$ cat config.mk
export PLATFORM = sky130hd
export DESIGN_NAME = scp_setup
export DESIGN_NICKNAME = d
export VERILOG_FILES = /design/src/design/assert_macros.svh /design/src/design/scp_pkg.sv /design/src/design/scp_setup.sv
export SDC_FILE = /design/constraint.sdc
export NUM_CORES = 1
export LEC_CHECK = 0
export BUFFER_PORTS_ARGS = -buffer_cell sky130_fd_sc_hd__clkbuf_2
export CORE_MARGIN = 4
export CORE_UTILIZATION = 40
export CTS_CLUSTER_DIAMETER = 50
export CTS_CLUSTER_SIZE = 28
export DETAILED_ROUTE_END_ITERATION = 16
export HOLD_SLACK_MARGIN = 0.12
export PLACE_DENSITY = 0.59
export SLEW_MARGIN = 20
export SYNTH_ARGS = -nofsm -noshare
export SYNTH_HDL_FRONTEND = slang
export SYNTH_SLANG_ARGS = --single-unit
$ cat constraint.sdc
create_clock -name clock -period 20.6 [get_ports clock]
set_input_delay 2.06 -clock clock [delete_from_list [all_inputs] [get_ports clock]]
set_output_delay 2.06 -clock clock [all_outputs]
set_load 0.005 [all_outputs]
$ cat src/design/assert_macros.svh
// Assertion helpers shared by the RTL.
`ifndef ASSERT_MACROS_SVH
`define ASSERT_MACROS_SVH

// Same-cycle implication, off during reset.
`define SCP_ASSERT_IMPLY(lbl, clk, rst, ante, cons) \
   lbl: assert property (@(posedge clk) disable iff (rst) (ante) |-> (cons)) \
      else $error("implication failed");

// Value must be unchanged from the previous cycle whenever the antecedent holds.
`define SCP_ASSERT_HOLD(lbl, clk, rst, ante, sig) \
   lbl: assert property (@(posedge clk) disable iff (rst) (ante) |-> $stable(sig)) \
      else $error("value moved while held");

`endif

$ cat src/design/scp_pkg.sv
package scp_pkg;

   localparam int SUBVERTEX_SHIFT = 1;
   // zoom*32 shifted by 8+precision
   localparam int SCALE_SHIFT = 5 + 8 + SUBVERTEX_SHIFT;
   localparam int U_STEP_SHIFT = 17;

   localparam int DIV_NUM_W = 25;
   localparam int DIV_DEN_W = 17;
   localparam int DIV_STAGES = DIV_NUM_W;
   localparam int COL_W = 17;

   localparam logic [9:0] SCREEN_WIDTH_RESET = 10'd160;
   localparam logic [9:0] CENTER_COLUMN_RESET = 10'd80;
   localparam logic [7:0] ZOOM_RESET = 8'd80;
   localparam logic [14:0] NEAR_CLIP_RESET = 15'd161;

   typedef enum logic [1:0] {
      CSR_SCREEN_WIDTH  = 2'd0,
      CSR_CENTER_COLUMN = 2'd1,
      CSR_ZOOM          = 2'd2,
      CSR_NEAR_CLIP     = 2'd3
   } csr_index_type;

   typedef struct packed {
      logic [DIV_DEN_W-1:0] rem;
      logic [DIV_NUM_W-1:0] num;
      logic [DIV_DEN_W-1:0] den;
   } div_state_type;

   // sideband riding next to the projection divides
   typedef struct packed {
      logic       neg_l;
      logic       neg_r;
      logic       reject;
      logic [7:0] fw;
   } sb1_type;

   typedef struct packed {
      logic [DIV_NUM_W-1:0] mag_l;
      logic [DIV_NUM_W-1:0] mag_r;
      logic [DIV_NUM_W-1:0] mag_s;
      logic [14:0]          depth;
      sb1_type              side;
   } setup_type;

   // sideband riding next to the step divide
   typedef struct packed {
      logic signed [COL_W-1:0] xmin;
      logic signed [COL_W-1:0] xmax;
      logic [15:0]             scale;
      logic                    reject;
   } sb2_type;

   typedef struct packed {
      logic [DIV_NUM_W-1:0] num;
      logic [DIV_DEN_W-1:0] den;
      sb2_type              side;
   } span_type;

   // one restoring division step
   function automatic div_state_type div_step(input div_state_type s);
      logic [DIV_DEN_W:0] t;
      div_state_type r;
      t = {s.rem, s.num[DIV_NUM_W-1]};
      r = s;
      if (t >= {1'b0, s.den}) begin
         r.rem = DIV_DEN_W'(t - {1'b0, s.den});
         r.num = {s.num[DIV_NUM_W-2:0], 1'b1};
      end else begin
         r.rem = t[DIV_DEN_W-1:0];
         r.num = {s.num[DIV_NUM_W-2:0], 1'b0};
      end
      return r;
   endfunction

   // signed 16-bit saturation of a sign/magnitude quotient
   function automatic logic [15:0] sat16(input logic neg, input logic [DIV_NUM_W-1:0] mag);
      logic [15:0] r;
      if (!neg) begin
         r = (mag > DIV_NUM_W'(32767)) ? 16'h7fff : mag[15:0];
      end else begin
         r = (mag > DIV_NUM_W'(32768)) ? 16'h8000 : 16'(-mag[15:0]);
      end
      return r;
   endfunction

endpackage

$ cat src/design/scp_setup.sv
// Edge positions, projection products and near-clip test.
module scp_setup (
   input  logic               clock,
   input  logic               adv,
   input  logic signed [15:0] req_sprite_x,
   input  logic [14:0]        req_sprite_depth,
   input  logic [7:0]         req_frame_width,
   input  logic [7:0]         req_frame_x_offset,
   input  logic [7:0]         zoom,
   input  logic [14:0]        near_clip,
   output scp_pkg::setup_type setup_ff
);

   logic [15:0]        left;
   logic [15:0]        right;
   logic signed [23:0] prod_l;
   logic signed [23:0] prod_r;
   scp_pkg::setup_type setup_in;

   always_comb begin
      left   = 16'(req_sprite_x) - (16'(req_frame_x_offset) << scp_pkg::SUBVERTEX_SHIFT);
      right  = left + (16'(req_frame_width) << scp_pkg::SUBVERTEX_SHIFT);
      prod_l = 24'($signed(left) * $signed({1'b0, zoom}));
      prod_r = 24'($signed(right) * $signed({1'b0, zoom}));

      setup_in.mag_l = scp_pkg::DIV_NUM_W'(prod_l[23] ? 24'(-prod_l) : prod_l);
      setup_in.mag_r = scp_pkg::DIV_NUM_W'(prod_r[23] ? 24'(-prod_r) : prod_r);
      setup_in.mag_s = scp_pkg::DIV_NUM_W'(zoom) << scp_pkg::SCALE_SHIFT;
      setup_in.depth = req_sprite_depth;
      setup_in.side.neg_l  = prod_l[23];
      setup_in.side.neg_r  = prod_r[23];
      setup_in.side.reject = (req_sprite_depth < near_clip) || (req_sprite_depth == 15'd0);
      setup_in.side.fw     = req_frame_width;
   end

   always_ff @(posedge clock) begin
      if (adv) begin
         setup_ff <= setup_in;
      end
   end

endmodule

==> impl_metrics.toml <==
[status]
status = "completed"

[logic_synthesis]
synth_area_leader_cell = "fa_1"
syn_area_per_cell_um2 = 9.38
synthesis.instances = 1481
yosys.area_share.adder_pct = 40.7
ys_ff_latch = 81
synth_area_leaders = "fa_1, edfxtp_1, ha_1, inv_1, and2_1"
synth_most_common_cell = "inv_1"
async_flop_share_pct = 0
syn_area_um2 = 13900
synth_ff_type = "edfxtp_1"
synth-seq-area-share_pct = 17.5
synth_xor_area_share_pct = 7.06
synth_common_cells = "inv_1, fa_1, nand2_1, ha_1, and2_1"
synth_edf_count = 81
ys_warn_count = 0
synth_cell_type_count = 74
synth_compound_area_share_pct = 8.92
synth.mux.area_fraction_pct = 0.144
synth_top_family_by_area = "adder cells"
synth_top_area_share_pct = 29.1
yosys.area_share.simple_pct = 15.3

[timing]
post-route-period-util_pct = 52.7
max_slew.worst_pin.slew_ns = 0.932
fin_setup_tns_ns = 0
rsz0062_at_grt = "false"
whs_ns = 1.91
setup_viol = 0
maxSlewHeadroom_pct = 37.6
finalHoldViolCount = 0
finalCriticalPeriod_ns = 10.85
slew_viol_final = 0
fmax_mhz = 92.2

[critical_path]
cp-end-kind = "flop"
path_max_fanout = 21
path_common_cell = "nand2_1"
worst_setup_path_start_kind = "input port"
critPathSlowestCell = "xnor2_2"
critical_path_arrival_ns = 10.94
critical_path_class = "in -> reg"
cpPeakStageDelay_ns = 0.79
worst_ep_required_time_ns = 20.70

[global_routing]
grt-ovfl-total = 0
first_global_vias = 10600
grt_max_degree = 66
grt_use_total_pct = 16.6
grt_pass1_wl_um = 52400
antenna_found_initial = 0

[drt]
wl_um = 30300
route.detailed.drc = 0
postRouteAntennaNets = 0
viasPerCell = 4.93
wl_per_cell_um = 14.7
firstDrtPassIters = 5
routed-via-count = 10200
initialDrtViolationCount = 352

[floorplan]
dieHeight_um = 194
start_util_pct = 41.0
row_count = 67
die_area_um2 = 37800
coreArea_um2 = 33900
ios = 173
fp.dieW_um = 194

[min_path]
hold_path.class = "in -> reg"

[clock_tree]
clock_path_buffers = 2
cts_tree = "yes"
cts_resized = 0
htreeDepth = 3
cts-root-buf = "clkbuf_16"
cts_hold_buf = 0
cts_buffers = 9
clock_sinks = 81
post-cts-setup-buffers = 0
path_clk_slew_ns = 0.06

[placement]
globalplace.congestion = 0.837
placed_area_um2 = 15000
hpwl_um = 25100
portBuffers = 155

[final_layout]
syn_to_final_growth_pct = 10.6
fin_util_pct = 45.4
finalNetCount = 2010
reg_top3 = "setup_ff (81)"
top_register = "setup_ff"
multiInputGateArea_um2 = 10100
drive_gt1_share_pct = 12.0
largest_register_ffs = 81
n_fill_cell = 3309
regArea_um2 = 2430
diodes = 0
design_area_um2 = 15400

[run]
drv_cap = 0
==> final timing paths <==
check / from / end / slack, ns / cells past startpoint
max: req_sprite_x[1] / setup_ff[65] / 9.75 / 34
min: req_frame_width[0] / setup_ff[0] / 1.91 / 1
==> area by class of cell <==
type,count,share of cell area [%]
flip-flops and latches,81,15.8
well taps,448,3.65
clock buffers,9,1.47
multi-input cells,1052,65.7
clock inverters,7,0.603
repair buffers,159,5.26
inverters,305,7.45
==> cell usage in the layout (no fill, tap or decap), drive strengths merged, types with 38 or more instances in the layout <==
| master | instances |
|---|---|
| fa | 202 |
| clkbuf | 163 |
| and2 | 118 |
| nand2 | 165 |
| o21ai | 38 |
| inv | 307 |
| edfxtp | 81 |
| xnor2 | 72 |
| a21oi | 47 |
| ha | 128 |
==> kinds of logic (layout without fill, tap and decap cells) <==
| family | count (synthesis) | count (layout) |
|---|---|---|
| AND/OR/NAND/NOR | 409 | 409 |
| buffers and inverters | 364 | 480 |
| adder cells (fa/ha/maj) | 330 | 330 |
| AO/OA/AOI/OAI | 188 | 188 |
| XOR/XNOR | 106 | 106 |
| flip-flops | 81 | 81 |
| multiplexers | 2 | 2 |
| other | 1 | 17 |
==> routing by layer <==
| layer | vias to the layer above | routed length (µm) | GRT usage (%) |
|---|---|---|---|
| met1 | 5033 | 14000 | 22.9 |
| met5 | - | 0 | 0 |
| met3 | 19 | 1170 | 1.97 |
| li1 | 4904 | - | - |
| met4 | 0 | 367 | 3.62 |
| met2 | 203 | 14800 | 28.4 |
==> critical path, delay by kind of cell <==
| kind | cells | cell delay [ns] |
|---|---|---|
| AO/OA/AOI/OAI | 7 | 1.85 |
| buffers and inverters | 6 | 0.38 |
| XOR/XNOR | 4 | 2.06 |
| adder cells (fa/ha/maj) | 8 | 3.33 |
| AND/OR/NAND/NOR | 9 | 1.23 |
==> through the flow <==
stage,setup slack [ns],instances
4_1_cts,9.84,2061
5_1_grt,8.89,2061
2_1_floorplan,11.05,1497
3_3_place_gp,9.68,2045
6_report,9.75,2061
3_5_place_dp,9.49,2045
Power is not shown: default switching activity piles up to over one toggle a cycle in this logic, so the estimate is an artifact.
