### src/design/assert_macros.svh
// Assertion helpers shared by the RTL.
`ifndef ASSERT_MACROS_SVH
`define ASSERT_MACROS_SVH

// Same-cycle implication, off during reset.
`define SCP_ASSERT_IMPLY(lbl, clk, rst, ante, cons) \
   lbl: assert property (@(posedge clk) disable iff (rst) (ante) |-> (cons)) \
      else $error("implication failed");

// Value must be unchanged from the previous cycle whenever the antecedent holds.
`define SCP_ASSERT_HOLD(lbl, clk, rst, ante, sig) \
   lbl: assert property (@(posedge clk) disable iff (rst) (ante) |-> $stable(sig)) \
      else $error("value moved while held");

`endif

### src/design/scp_pkg.sv
package scp_pkg;

   localparam int SUBVERTEX_SHIFT = 1;
   // zoom*32 shifted by 8+precision
   localparam int SCALE_SHIFT = 5 + 8 + SUBVERTEX_SHIFT;
   localparam int U_STEP_SHIFT = 17;

   localparam int DIV_NUM_W = 25;
   localparam int DIV_DEN_W = 17;
   localparam int DIV_STAGES = DIV_NUM_W;
   localparam int COL_W = 17;

   localparam logic [9:0] SCREEN_WIDTH_RESET = 10'd160;
   localparam logic [9:0] CENTER_COLUMN_RESET = 10'd80;
   localparam logic [7:0] ZOOM_RESET = 8'd80;
   localparam logic [14:0] NEAR_CLIP_RESET = 15'd161;

   typedef enum logic [1:0] {
      CSR_SCREEN_WIDTH  = 2'd0,
      CSR_CENTER_COLUMN = 2'd1,
      CSR_ZOOM          = 2'd2,
      CSR_NEAR_CLIP     = 2'd3
   } csr_index_type;

   typedef struct packed {
      logic [DIV_DEN_W-1:0] rem;
      logic [DIV_NUM_W-1:0] num;
      logic [DIV_DEN_W-1:0] den;
   } div_state_type;

   // sideband riding next to the projection divides
   typedef struct packed {
      logic       neg_l;
      logic       neg_r;
      logic       reject;
      logic [7:0] fw;
   } sb1_type;

   typedef struct packed {
      logic [DIV_NUM_W-1:0] mag_l;
      logic [DIV_NUM_W-1:0] mag_r;
      logic [DIV_NUM_W-1:0] mag_s;
      logic [14:0]          depth;
      sb1_type              side;
   } setup_type;

   // sideband riding next to the step divide
   typedef struct packed {
      logic signed [COL_W-1:0] xmin;
      logic signed [COL_W-1:0] xmax;
      logic [15:0]             scale;
      logic                    reject;
   } sb2_type;

   typedef struct packed {
      logic [DIV_NUM_W-1:0] num;
      logic [DIV_DEN_W-1:0] den;
      sb2_type              side;
   } span_type;

   // one restoring division step
   function automatic div_state_type div_step(input div_state_type s);
      logic [DIV_DEN_W:0] t;
      div_state_type r;
      t = {s.rem, s.num[DIV_NUM_W-1]};
      r = s;
      if (t >= {1'b0, s.den}) begin
         r.rem = DIV_DEN_W'(t - {1'b0, s.den});
         r.num = {s.num[DIV_NUM_W-2:0], 1'b1};
      end else begin
         r.rem = t[DIV_DEN_W-1:0];
         r.num = {s.num[DIV_NUM_W-2:0], 1'b0};
      end
      return r;
   endfunction

   // signed 16-bit saturation of a sign/magnitude quotient
   function automatic logic [15:0] sat16(input logic neg, input logic [DIV_NUM_W-1:0] mag);
      logic [15:0] r;
      if (!neg) begin
         r = (mag > DIV_NUM_W'(32767)) ? 16'h7fff : mag[15:0];
      end else begin
         r = (mag > DIV_NUM_W'(32768)) ? 16'h8000 : 16'(-mag[15:0]);
      end
      return r;
   endfunction

endpackage

### src/design/scp_span.sv
// Saturate edge quotients, add center, off-screen tests, step divide operands.
module scp_span (
   input  logic                          clock,
   input  logic                          adv,
   input  logic [scp_pkg::DIV_NUM_W-1:0] quo_l,
   input  logic [scp_pkg::DIV_NUM_W-1:0] quo_r,
   input  logic [scp_pkg::DIV_NUM_W-1:0] quo_s,
   input  scp_pkg::sb1_type              side,
   input  logic [9:0]                    center_column,
   input  logic [9:0]                    screen_width,
   output scp_pkg::span_type             span_ff
);

   logic [15:0]                      sat_l;
   logic [15:0]                      sat_r;
   logic signed [scp_pkg::COL_W-1:0] xmin;
   logic signed [scp_pkg::COL_W-1:0] xmax;
   scp_pkg::span_type                span_in;

   always_comb begin
      sat_l = scp_pkg::sat16(side.neg_l, quo_l);
      sat_r = scp_pkg::sat16(side.neg_r, quo_r);
      xmin  = $signed({sat_l[15], sat_l}) + $signed({7'b0, center_column});
      xmax  = $signed({sat_r[15], sat_r}) + $signed({7'b0, center_column});

      span_in.num = scp_pkg::DIV_NUM_W'(side.fw) << scp_pkg::U_STEP_SHIFT;
      span_in.den = scp_pkg::DIV_DEN_W'({sat_r[15], sat_r} - {sat_l[15], sat_l});
      span_in.side.xmin   = xmin;
      span_in.side.xmax   = xmax;
      span_in.side.scale  = scp_pkg::sat16(1'b0, quo_s);
      span_in.side.reject = side.reject
                            || (xmax <= $signed(17'd0))
                            || (xmin >= $signed({7'b0, screen_width}))
                            || (xmin >= xmax);
   end

   always_ff @(posedge clock) begin
      if (adv) begin
         span_ff <= span_in;
      end
   end

endmodule

### config.mk
export PLATFORM = sky130hd
export DESIGN_NAME = scp_span
export DESIGN_NICKNAME = d
export VERILOG_FILES = /design/src/design/assert_macros.svh /design/src/design/scp_pkg.sv /design/src/design/scp_span.sv
export SDC_FILE = /design/constraint.sdc
export NUM_CORES = 1
export LEC_CHECK = 0
export BUFFER_PORTS_ARGS = -buffer_cell sky130_fd_sc_hd__buf_2
export CORE_ASPECT_RATIO = 0.7
export CORE_MARGIN = 5
export CORE_UTILIZATION = 30
export CTS_BUF_LIST = sky130_fd_sc_hd__clkbuf_16
export DETAILED_ROUTE_END_ITERATION = 6
export PLACE_DENSITY = 0.63
export SLEW_MARGIN = 40
export SYNTH_ARGS = -nofsm -noshare
export SYNTH_HDL_FRONTEND = slang
export SYNTH_SLANG_ARGS = --single-unit
export TNS_END_PERCENT = 10
### constraint.sdc
create_clock -name clock -period 6.6 [get_ports clock]
set_clock_uncertainty 0.05 [all_clocks]
set_input_delay 0.99 -clock clock [delete_from_list [all_inputs] [get_ports clock]]
set_output_delay 0.99 -clock clock [all_outputs]
set_load 0.05 [all_outputs]
==> results.toml <==
[outcome]
status = "completed"

[routing]
route.met2.wl_um = 7890
wire_per_inst_um = 16.1
drt-vias-per-instance = 5.08
drt-initial-drc-count = 465
num_vias = 6071
wirelength_um = 19300
ant_nets = 0
drc = 0
firstDrtPassIters = 5
met1_length_um = 9270
met3_length_um = 1880
routed.top_layer = "met5"

[logic_synthesis]
ys_warn_count = 0
ys_dominant_reg_cell = "edfxtp_1"
postSynthCellCount = 685
synth.avg_cell_area_um2 = 9.29
ys_types = 68
synth_area_um2 = 6370
synthArstFlopShare = 0
synth-seq-cells = 76
synth_seq_area_share = 0.358
synth_edf_count = 76

[setup_path]
critPathMaxStageDelay_ns = 0.45
crit_type = "input pin to register"
slowest_stage = "or4b_1"
critPathLaunch = "quo_l[1]"
path_buf_inv = 3
crit_arrival_ns = 6.27
crit_family = "compound AO/OA/AOI/OAI gates"
cp.depth = 21
cp_data_required_time_ns = 6.62
end_kind = "register"
crit_top_cell = "ha_1"
crit_fanout = 7
startpoint_type = "input pin"
crit_chain = "buf_2, inv_1, ha_1, or4b_1, o41a_1, or3_4, o311ai_0, buf_4, ha_1, and3_1, a221o_1, o41a_1, a31oi_2, nor2_1, nand2_1, xor2_1, ha_1, a21o_1, a221o_1, a31oi_1, o2111ai_1"

[cells_and_area]
layout.cells.most_common = "buf_2"
seq_area_um2 = 2280
largest_register = "span_ff"
layout_common_cells = "buf_2 (182), edfxtp_1 (76), inv_1 (69), ha_1 (66), nand2_1 (54)"
multiInputGateArea_um2 = 3720
layout-drive-gt1-share = 0.304
finalNonFillerCells = 1194
nets = 1090
largest_reg_flops = 76
top_regs = "span_ff (76)"
antenna_cells = 0
finish.utilization = 0.394
num-fill-cells = 2125
syn_to_final_growth_pct = 28.9
stdcell_area_um2 = 8200

[clocking]
cts_sinks = 76
clockBufferDepth = 2
cts_hold_buf = 0
cts_tree = "built"
cts_inserted_buffers = 9
clkTransAtPathRegs_ns = 0.06
cts_max_level = 3
cts_root_buf = "clkbuf_16"
postCtsSetupBuffers = 0
ctsResizeCount = 0

[global_route]
track_usage = 0.153
grt_first_pass_wirelength_um = 29800
overflow = 0
grt_pass1_vias = 5583
antenna_found_initial = 2
grt_max_degree = 77

[floorplan]
die_h_um = 132
rows = 44
die-area_um2 = 24300
coreArea_um2 = 20800
io_pins = 201
start_util = 0.306
die_x_um = 184

[placed_design]
dp_worst_setup_slack_ns = -0.0104
placed_area_um2 = 7870
dp_cells = 1178
hpwl_um = 16100
gp_congestion = 0.890
port_buffers = 183

[sta]
period_minus_slack_ns = 6.25
drv_slew = 0
setup_ws_ns = 0.347
clock.fmax_mhz = 160
finalHoldViolCount = 0
setup_viol = 0
fin_setup_tns_ns = 0
rsz0062_at_grt = "no"
tightest_slew_ns = 0.895
slew-limit-headroom = 0.403
fin_crit_sh = 0.947

[flow_run]
cap_violations = 0

[power_and_ir_drop]
powerDensity_nw_per_um2 = 236
p_switching_mw = 0.742
ir_drop_mv = 0.119
power_frac_comb = 0.404
swShare = 0.383
clockPowerShare = 0.274
seqPwrFrac = 0.321
p_int_mw = 1.20
leakagePower_nw = 3.61

[hold_path]
hold-path-cell-count = 1
hp-class = "input pin to register"
hp-start = "side[3]"
-- power groups by stage --
| stage | Combinational [mW] | Clock [mW] | Sequential (mW) |
|---|---|---|---|
| after global placement | 0.774 | 0 | 0.634 |
| after global routing | 0.852 | 0.572 | 0.629 |
| after CTS | 0.784 | 0.550 | 0.625 |
| after floorplan | 0.328 | 0 | 0.845 |
| final | 0.784 | 0.532 | 0.623 |
| after detailed placement | 0.781 | 0 | 0.635 |
-- cells by family after synthesis --
kind of cell / Yosys count / share of synthesized area
and+or+nand+nor: 249 / 0.203
AOI/OAI and AO/OA: 148 / 0.168
buffers and inverters: 99 / 0.0696
DFF: 76 / 0.358
adders and majority gates: 70 / 0.141
xor gates and xnor gates: 39 / 0.0537
muxes: 3 / 0.00531
other: 1 / 0.000589
-- routing by layer --
layer  up-vias  global-route usage
li1       2984                   -
met1      2786               0.227
met2       279               0.227
met3        18              0.0331
met4         4              0.0337
met5         -                   0
-- area by class of cell --
class | instances | share of cell area
Clock buffer | 9 | 0.0275
Tap cell | 276 | 0.0421
Multi-Input combinational cell | 527 | 0.453
Timing Repair Buffer | 230 | 0.155
Inverter | 69 | 0.0316
Clock inverter | 7 | 0.0119
Sequential cell | 76 | 0.278
-- path summary, 6_finish.rpt --
path / end
max: span_ff[0]$_DFFE_PP_
min: span_ff[88]$_DFFE_PP_
-- cells in the mapped netlist (8+ instances only) --
cell      number  share of area
ha_1          66           0.13
nor4_1        13          0.013
or3_1          8         0.0079
a21oi_1       27          0.021
o31a_1         8          0.011
nand4_1       15          0.015
a21o_1         9          0.011
nand2_1       54          0.032
nand3_1       19          0.015
xor2_1        12          0.017
xnor2_1       27          0.037
nor2_1        50          0.029
o21ai_0       24          0.019
nor3_1        31          0.024
inv_1         69          0.041
clkbuf_1      11         0.0065
o311ai_0      15          0.021
edfxtp_1      76           0.36
or2_2         19          0.019
buf_4         17          0.020
-- through the flow --
stage	hold slack (ns)	power [mW]
after CTS	0.758	1.96
final	0.774	1.94
after global placement	1.12	1.41
after floorplan	1.04	1.17
after global routing	0.760	2.05
after detailed placement	1.12	1.42
(Power assumes the default switching activity.)
