`src/design/assert_macros.svh`:
```
// Assertion helpers shared by the RTL.
`ifndef ASSERT_MACROS_SVH
`define ASSERT_MACROS_SVH

// Same-cycle implication, off during reset.
`define SCP_ASSERT_IMPLY(lbl, clk, rst, ante, cons) \
   lbl: assert property (@(posedge clk) disable iff (rst) (ante) |-> (cons)) \
      else $error("implication failed");

// Value must be unchanged from the previous cycle whenever the antecedent holds.
`define SCP_ASSERT_HOLD(lbl, clk, rst, ante, sig) \
   lbl: assert property (@(posedge clk) disable iff (rst) (ante) |-> $stable(sig)) \
      else $error("value moved while held");

`endif

```
`src/design/scp_pkg.sv`:
```
package scp_pkg;

   localparam int SUBVERTEX_SHIFT = 1;
   // zoom*32 shifted by 8+precision
   localparam int SCALE_SHIFT = 5 + 8 + SUBVERTEX_SHIFT;
   localparam int U_STEP_SHIFT = 17;

   localparam int DIV_NUM_W = 25;
   localparam int DIV_DEN_W = 17;
   localparam int DIV_STAGES = DIV_NUM_W;
   localparam int COL_W = 17;

   localparam logic [9:0] SCREEN_WIDTH_RESET = 10'd160;
   localparam logic [9:0] CENTER_COLUMN_RESET = 10'd80;
   localparam logic [7:0] ZOOM_RESET = 8'd80;
   localparam logic [14:0] NEAR_CLIP_RESET = 15'd161;

   typedef enum logic [1:0] {
      CSR_SCREEN_WIDTH  = 2'd0,
      CSR_CENTER_COLUMN = 2'd1,
      CSR_ZOOM          = 2'd2,
      CSR_NEAR_CLIP     = 2'd3
   } csr_index_type;

   typedef struct packed {
      logic [DIV_DEN_W-1:0] rem;
      logic [DIV_NUM_W-1:0] num;
      logic [DIV_DEN_W-1:0] den;
   } div_state_type;

   // sideband riding next to the projection divides
   typedef struct packed {
      logic       neg_l;
      logic       neg_r;
      logic       reject;
      logic [7:0] fw;
   } sb1_type;

   typedef struct packed {
      logic [DIV_NUM_W-1:0] mag_l;
      logic [DIV_NUM_W-1:0] mag_r;
      logic [DIV_NUM_W-1:0] mag_s;
      logic [14:0]          depth;
      sb1_type              side;
   } setup_type;

   // sideband riding next to the step divide
   typedef struct packed {
      logic signed [COL_W-1:0] xmin;
      logic signed [COL_W-1:0] xmax;
      logic [15:0]             scale;
      logic                    reject;
   } sb2_type;

   typedef struct packed {
      logic [DIV_NUM_W-1:0] num;
      logic [DIV_DEN_W-1:0] den;
      sb2_type              side;
   } span_type;

   // one restoring division step
   function automatic div_state_type div_step(input div_state_type s);
      logic [DIV_DEN_W:0] t;
      div_state_type r;
      t = {s.rem, s.num[DIV_NUM_W-1]};
      r = s;
      if (t >= {1'b0, s.den}) begin
         r.rem = DIV_DEN_W'(t - {1'b0, s.den});
         r.num = {s.num[DIV_NUM_W-2:0], 1'b1};
      end else begin
         r.rem = t[DIV_DEN_W-1:0];
         r.num = {s.num[DIV_NUM_W-2:0], 1'b0};
      end
      return r;
   endfunction

   // signed 16-bit saturation of a sign/magnitude quotient
   function automatic logic [15:0] sat16(input logic neg, input logic [DIV_NUM_W-1:0] mag);
      logic [15:0] r;
      if (!neg) begin
         r = (mag > DIV_NUM_W'(32767)) ? 16'h7fff : mag[15:0];
      end else begin
         r = (mag > DIV_NUM_W'(32768)) ? 16'h8000 : 16'(-mag[15:0]);
      end
      return r;
   endfunction

endpackage

```
`src/design/scp_divider.sv`:
```
// Unsigned restoring divider, one quotient bit per stage.
module scp_divider (
   input  logic                           clock,
   input  logic                           adv,
   input  logic [scp_pkg::DIV_NUM_W-1:0]  num,
   input  logic [scp_pkg::DIV_DEN_W-1:0]  den,
   output logic [scp_pkg::DIV_NUM_W-1:0]  quo
);

   scp_pkg::div_state_type st_ff [scp_pkg::DIV_STAGES];
   scp_pkg::div_state_type st_in [scp_pkg::DIV_STAGES];

   always_comb begin
      st_in[0] = scp_pkg::div_step('{rem: '0, num: num, den: den});
      for (int k = 1; k < scp_pkg::DIV_STAGES; k++) begin
         st_in[k] = scp_pkg::div_step(st_ff[k-1]);
      end
   end

   always_ff @(posedge clock) begin
      if (adv) begin
         st_ff <= st_in;
      end
   end

   assign quo = st_ff[scp_pkg::DIV_STAGES-1].num;

endmodule

```
`config.mk`:
```
export PLATFORM = sky130hd
export DESIGN_NAME = scp_divider
export DESIGN_NICKNAME = d
export VERILOG_FILES = /design/src/design/assert_macros.svh /design/src/design/scp_pkg.sv /design/src/design/scp_divider.sv
export SDC_FILE = /design/constraint.sdc
export NUM_CORES = 2
export LEC_CHECK = 0
export BUFFER_PORTS_ARGS = -buffer_cell sky130_fd_sc_hd__buf_2
export CAP_MARGIN = 5
export CORE_MARGIN = 2
export CORE_UTILIZATION = 35
export CTS_BUF_LIST = sky130_fd_sc_hd__clkbuf_8 sky130_fd_sc_hd__clkbuf_16
export DETAILED_ROUTE_END_ITERATION = 10
export MAX_ROUTING_LAYER = met4
export PLACE_DENSITY_LB_ADDON = 0.3
export SLEW_MARGIN = 20
export SYNTH_ARGS = -nofsm -noshare
export SYNTH_HDL_FRONTEND = slang
export SYNTH_SLANG_ARGS = --single-unit
```
`constraint.sdc`:
```
create_clock -name clock -period 4.8 [get_ports clock]
set_input_delay 0.72 -clock clock [delete_from_list [all_inputs] [get_ports clock]]
set_output_delay 0.72 -clock clock [all_outputs]
set_load 0.02 [all_outputs]
```
==> key figures <==
Clock network
  • Post-CTS Setup Bufs: 0
  • CTS buffer count: 163
  • Clk pin slew, worst setup/hold paths: 0.06 ns
  • Num Clock Sinks: 1441
  • Post_cts resized: 0
  • H-tree Lvls: 4
  • Hold_buf cts: 1
  • Clk root buf: clkbuf_16
  • CTS Buffer Depth: 3
  • CTS tree: done
  • Clk_lat worst skew: 0.82 ns

Route
  • DR DRC count: 0
  • Vias per Instance: 4.804
  • Met3 Routed Length: 4623 um
  • Routed Antenna Nets: 0
  • Routed wire per std cell: 16.30 um
  • Total vias in the final route: 37390
  • Wl on met1: 55950 um
  • DR WL met2: 62960 um
  • 1st-iter DRT viols: 2318
  • Highest routed layer: met4
  • Final WL: 126800 um
  • Pre-antenna DRT Iters: 7

Synthesis
  • Synth Instances: 4929
  • Synth async-reset ratio: 0%
  • Synth warn: 0
  • Synth Area in Adders: 8.343%
  • Mux cell area share after synthesis: 3.176%
  • Syn Std Cell Area: 67010 sq um
  • Synth Area in XOR/XNOR: 3.960%
  • Post-synth EDFFs: 1441
  • Seq cells post-synth: 1441
  • Synth Flop Type: edfxtp_1
  • Compound-Gate Fraction of Synth Area: 10.23%
  • Simple-gate portion of the synthesized area: 5.949%
  • Netlist cell types: 80
  • Sequential area share after synthesis: 64.58%
  • Average size of a mapped cell: 13.59 sq um
  • Largest family of logic cells by synthesized area: compound AO/OA/AOI/OAI gates
  • Syn nets: 5406

STA
  • Final min period: 4.160 ns
  • Final setup vio count: 0
  • Layout Skew: 0.04470 ns
  • Slew headroom: 33.62%
  • Final Slew Violations: 0
  • Setup TNS Final: 0 ns
  • Max Fclk: 240.4 MHz
  • Fin crit share: 86.68%
  • Final hold vios: 0
  • Measured slew at the worst slew-check pin: 0.9957 ns
  • RSZ-0062 raised after global routing: false

Layout
  • Commonest non-fill, non-tap cells in the layout: edfxtp_1 (1441), inv_1 (584), ha_1 (410)
  • Layout area overhead: 13.70%
  • Reg area: 43270 sq um
  • Share of layout cells above drive strength 1: 11.04%
  • Area occupied by multi-input gates: 21260 sq um
  • Final instance area: 76190 sq um
  • Fillers: 17620
  • Final std cells w/o fill: 7782
  • Layout Nets: 5613
  • Commonest non-fill, non-tap cell in the layout: edfxtp_1

Floorplanning
  • Row count: 160
  • Die extent in x: 441.6 um
  • Initial Utilization: 35.23%
  • Die H: 441.6 um
  • Die footprint: 195000 sq um
  • Number of top-level pins: 69
  • Core ar.: 190200 sq um

Critical path
  • Crit path from: st_ff[1339]
  • Reg-to-Reg End: st_ff[1282]
  • Worst Setup Start Kind: flip-flop
  • Worst-case reg-to-reg path depth: 12
  • CP Capture Point: st_ff[1282]
  • Crit path capture type: flip-flop
  • Critical path peak fanout: 27
  • Register-to-register setup slack: 0.64 ns
  • Arr. time, crit path: 4.69 ns
  • WP data required: 5.33 ns
  • R2R Path Start: st_ff[1339]
  • Setup CP Type: reg -> reg

Global routing
  • Initial antenna violation count: 1
  • Vias in the first global route: 37420
  • Largest net degree at the start of global routing: 108
  • GRT Overall Usage: 13.39%
  • First-pass GRT wire length: 201900 um
  • Grt ovf: 0

Place
  • Placed cells: 7481
  • DP Wirelength: 89160 um
  • Post-DP Area: 70750 sq um
  • I/O Buffers: 68
  • GP Congestion: 0.8802

Outcome
  • Status: complete, no violations

Run
  • Max-cap violations: 0

Pwr
  • Worst VDD drop: 304.0 uV
  • Pleak: 29.82 nW
  • Pwr Density: 626.6 nW/um^2

Worst hold path
  • Hold WC Path Type: in -> reg
## cell families (layout without fill, tap and decap cells)
group | Yosys count | count (layout)
other | 0 | 1
adders and majority gates | 433 | 433
DFF | 1441 | 1441
AOI/OAI and AO/OA | 1072 | 1072
and+or+nand+nor | 856 | 856
buffers and inverters | 636 | 977
xor gates and xnor gates | 303 | 303
muxes | 188 | 188
## sequential cells by signal (all words and copies together) (netlist names)
register / count
st_ff: 1416
quo: 25
## where the power goes
| group | leakage [nW] | switching, mW | internal (mW) |
|---|---|---|---|
| Combinational | 13.0 | 8.88 | 7.54 |
| Sequential | 14.1 | 1.44 | 17.4 |
| Clock | 2.77 | 5.17 | 7.26 |
## how the worst min path moves through the flow
stage                startpoint     endpoint  slack (ns)  cells past startpoint
CTS                     num[13]  st_ff[1447]      0.0004                      1
global route            num[13]  st_ff[1447]        0.01                      1
detailed placement  st_ff[1083]  st_ff[1025]        0.40                      0
floorplan             st_ff[85]      quo[10]        0.40                      0
global placement     st_ff[146]    st_ff[88]        0.40                      0
finish                  num[13]  st_ff[1447]        0.08                      1
## layer usage
| metal | vias to the layer above | global-route usage, % |
|---|---|---|
| met1 | 17960 | 16.29 |
| met2 | 584 | 22.45 |
| met5 | - | - |
| met3 | 215 | 2.478 |
| met4 | 0 | 4.329 |
| li1 | 18630 | - |
## per-stage QoR
| step | power [mW] | setup WS, ns | util, % | hold slack (ns) |
|---|---|---|---|---|
| floorplan | 31.34 | 1.334 | - | 0.4003 |
| global placement | 35.17 | 0.7366 | 37.20 | 0.4013 |
| detailed placement | 35.44 | 0.6896 | 37.20 | 0.4045 |
| CTS | 48.29 | 0.6551 | 40.06 | 0.0003522 |
| global route | 51.03 | 0.2200 | 40.06 | 0.01163 |
| finish | 47.74 | 0.6395 | 40.06 | 0.08415 |
## Yosys cell counts (all sizes together) (44+ instances only)
| master | number | area share (%) |
|---|---|---|
| edfxtp | 1441 | 65 |
| nor2b | 44 | 0.41 |
| buf | 48 | 0.47 |
| o21ai | 289 | 2.2 |
| nor3 | 71 | 0.53 |
| xor2 | 120 | 1.6 |
| a21o | 165 | 1.8 |
| nand4 | 45 | 0.42 |
| a21oi | 291 | 2.2 |
| ha | 410 | 7.7 |
| nand2 | 284 | 1.6 |
| nor2 | 229 | 1.3 |
| mux2 | 173 | 3.0 |
| o21bai | 61 | 0.68 |
| xnor2 | 183 | 2.4 |
| inv | 547 | 3.1 |
## layout make-up
type	instances	area share, %
Antenna cell	1	0.003285
Clock buffer	163	5.354
Clock inverter	136	1.770
Inverter	548	2.700
Multi-Input combinational cell	2852	27.91
Sequential cell	1441	56.80
Tap cell	2511	4.124
Timing Repair Buffer	130	1.343
## critical path, cell delays in order, from the launching register on
cell	delay, ns
edfxtp_1	0.41
inv_1	0.08
ha_1	0.17
inv_1	0.06
fa_1	0.43
a211oi_1	0.34
o21ai_0	0.21
a211oi_1	0.38
o311ai_0	0.35
o211ai_1	0.25
nand2_1	0.08
a211o_1	0.67
mux2_2	0.43
Note: power is estimated with default switching activity, not from simulation.
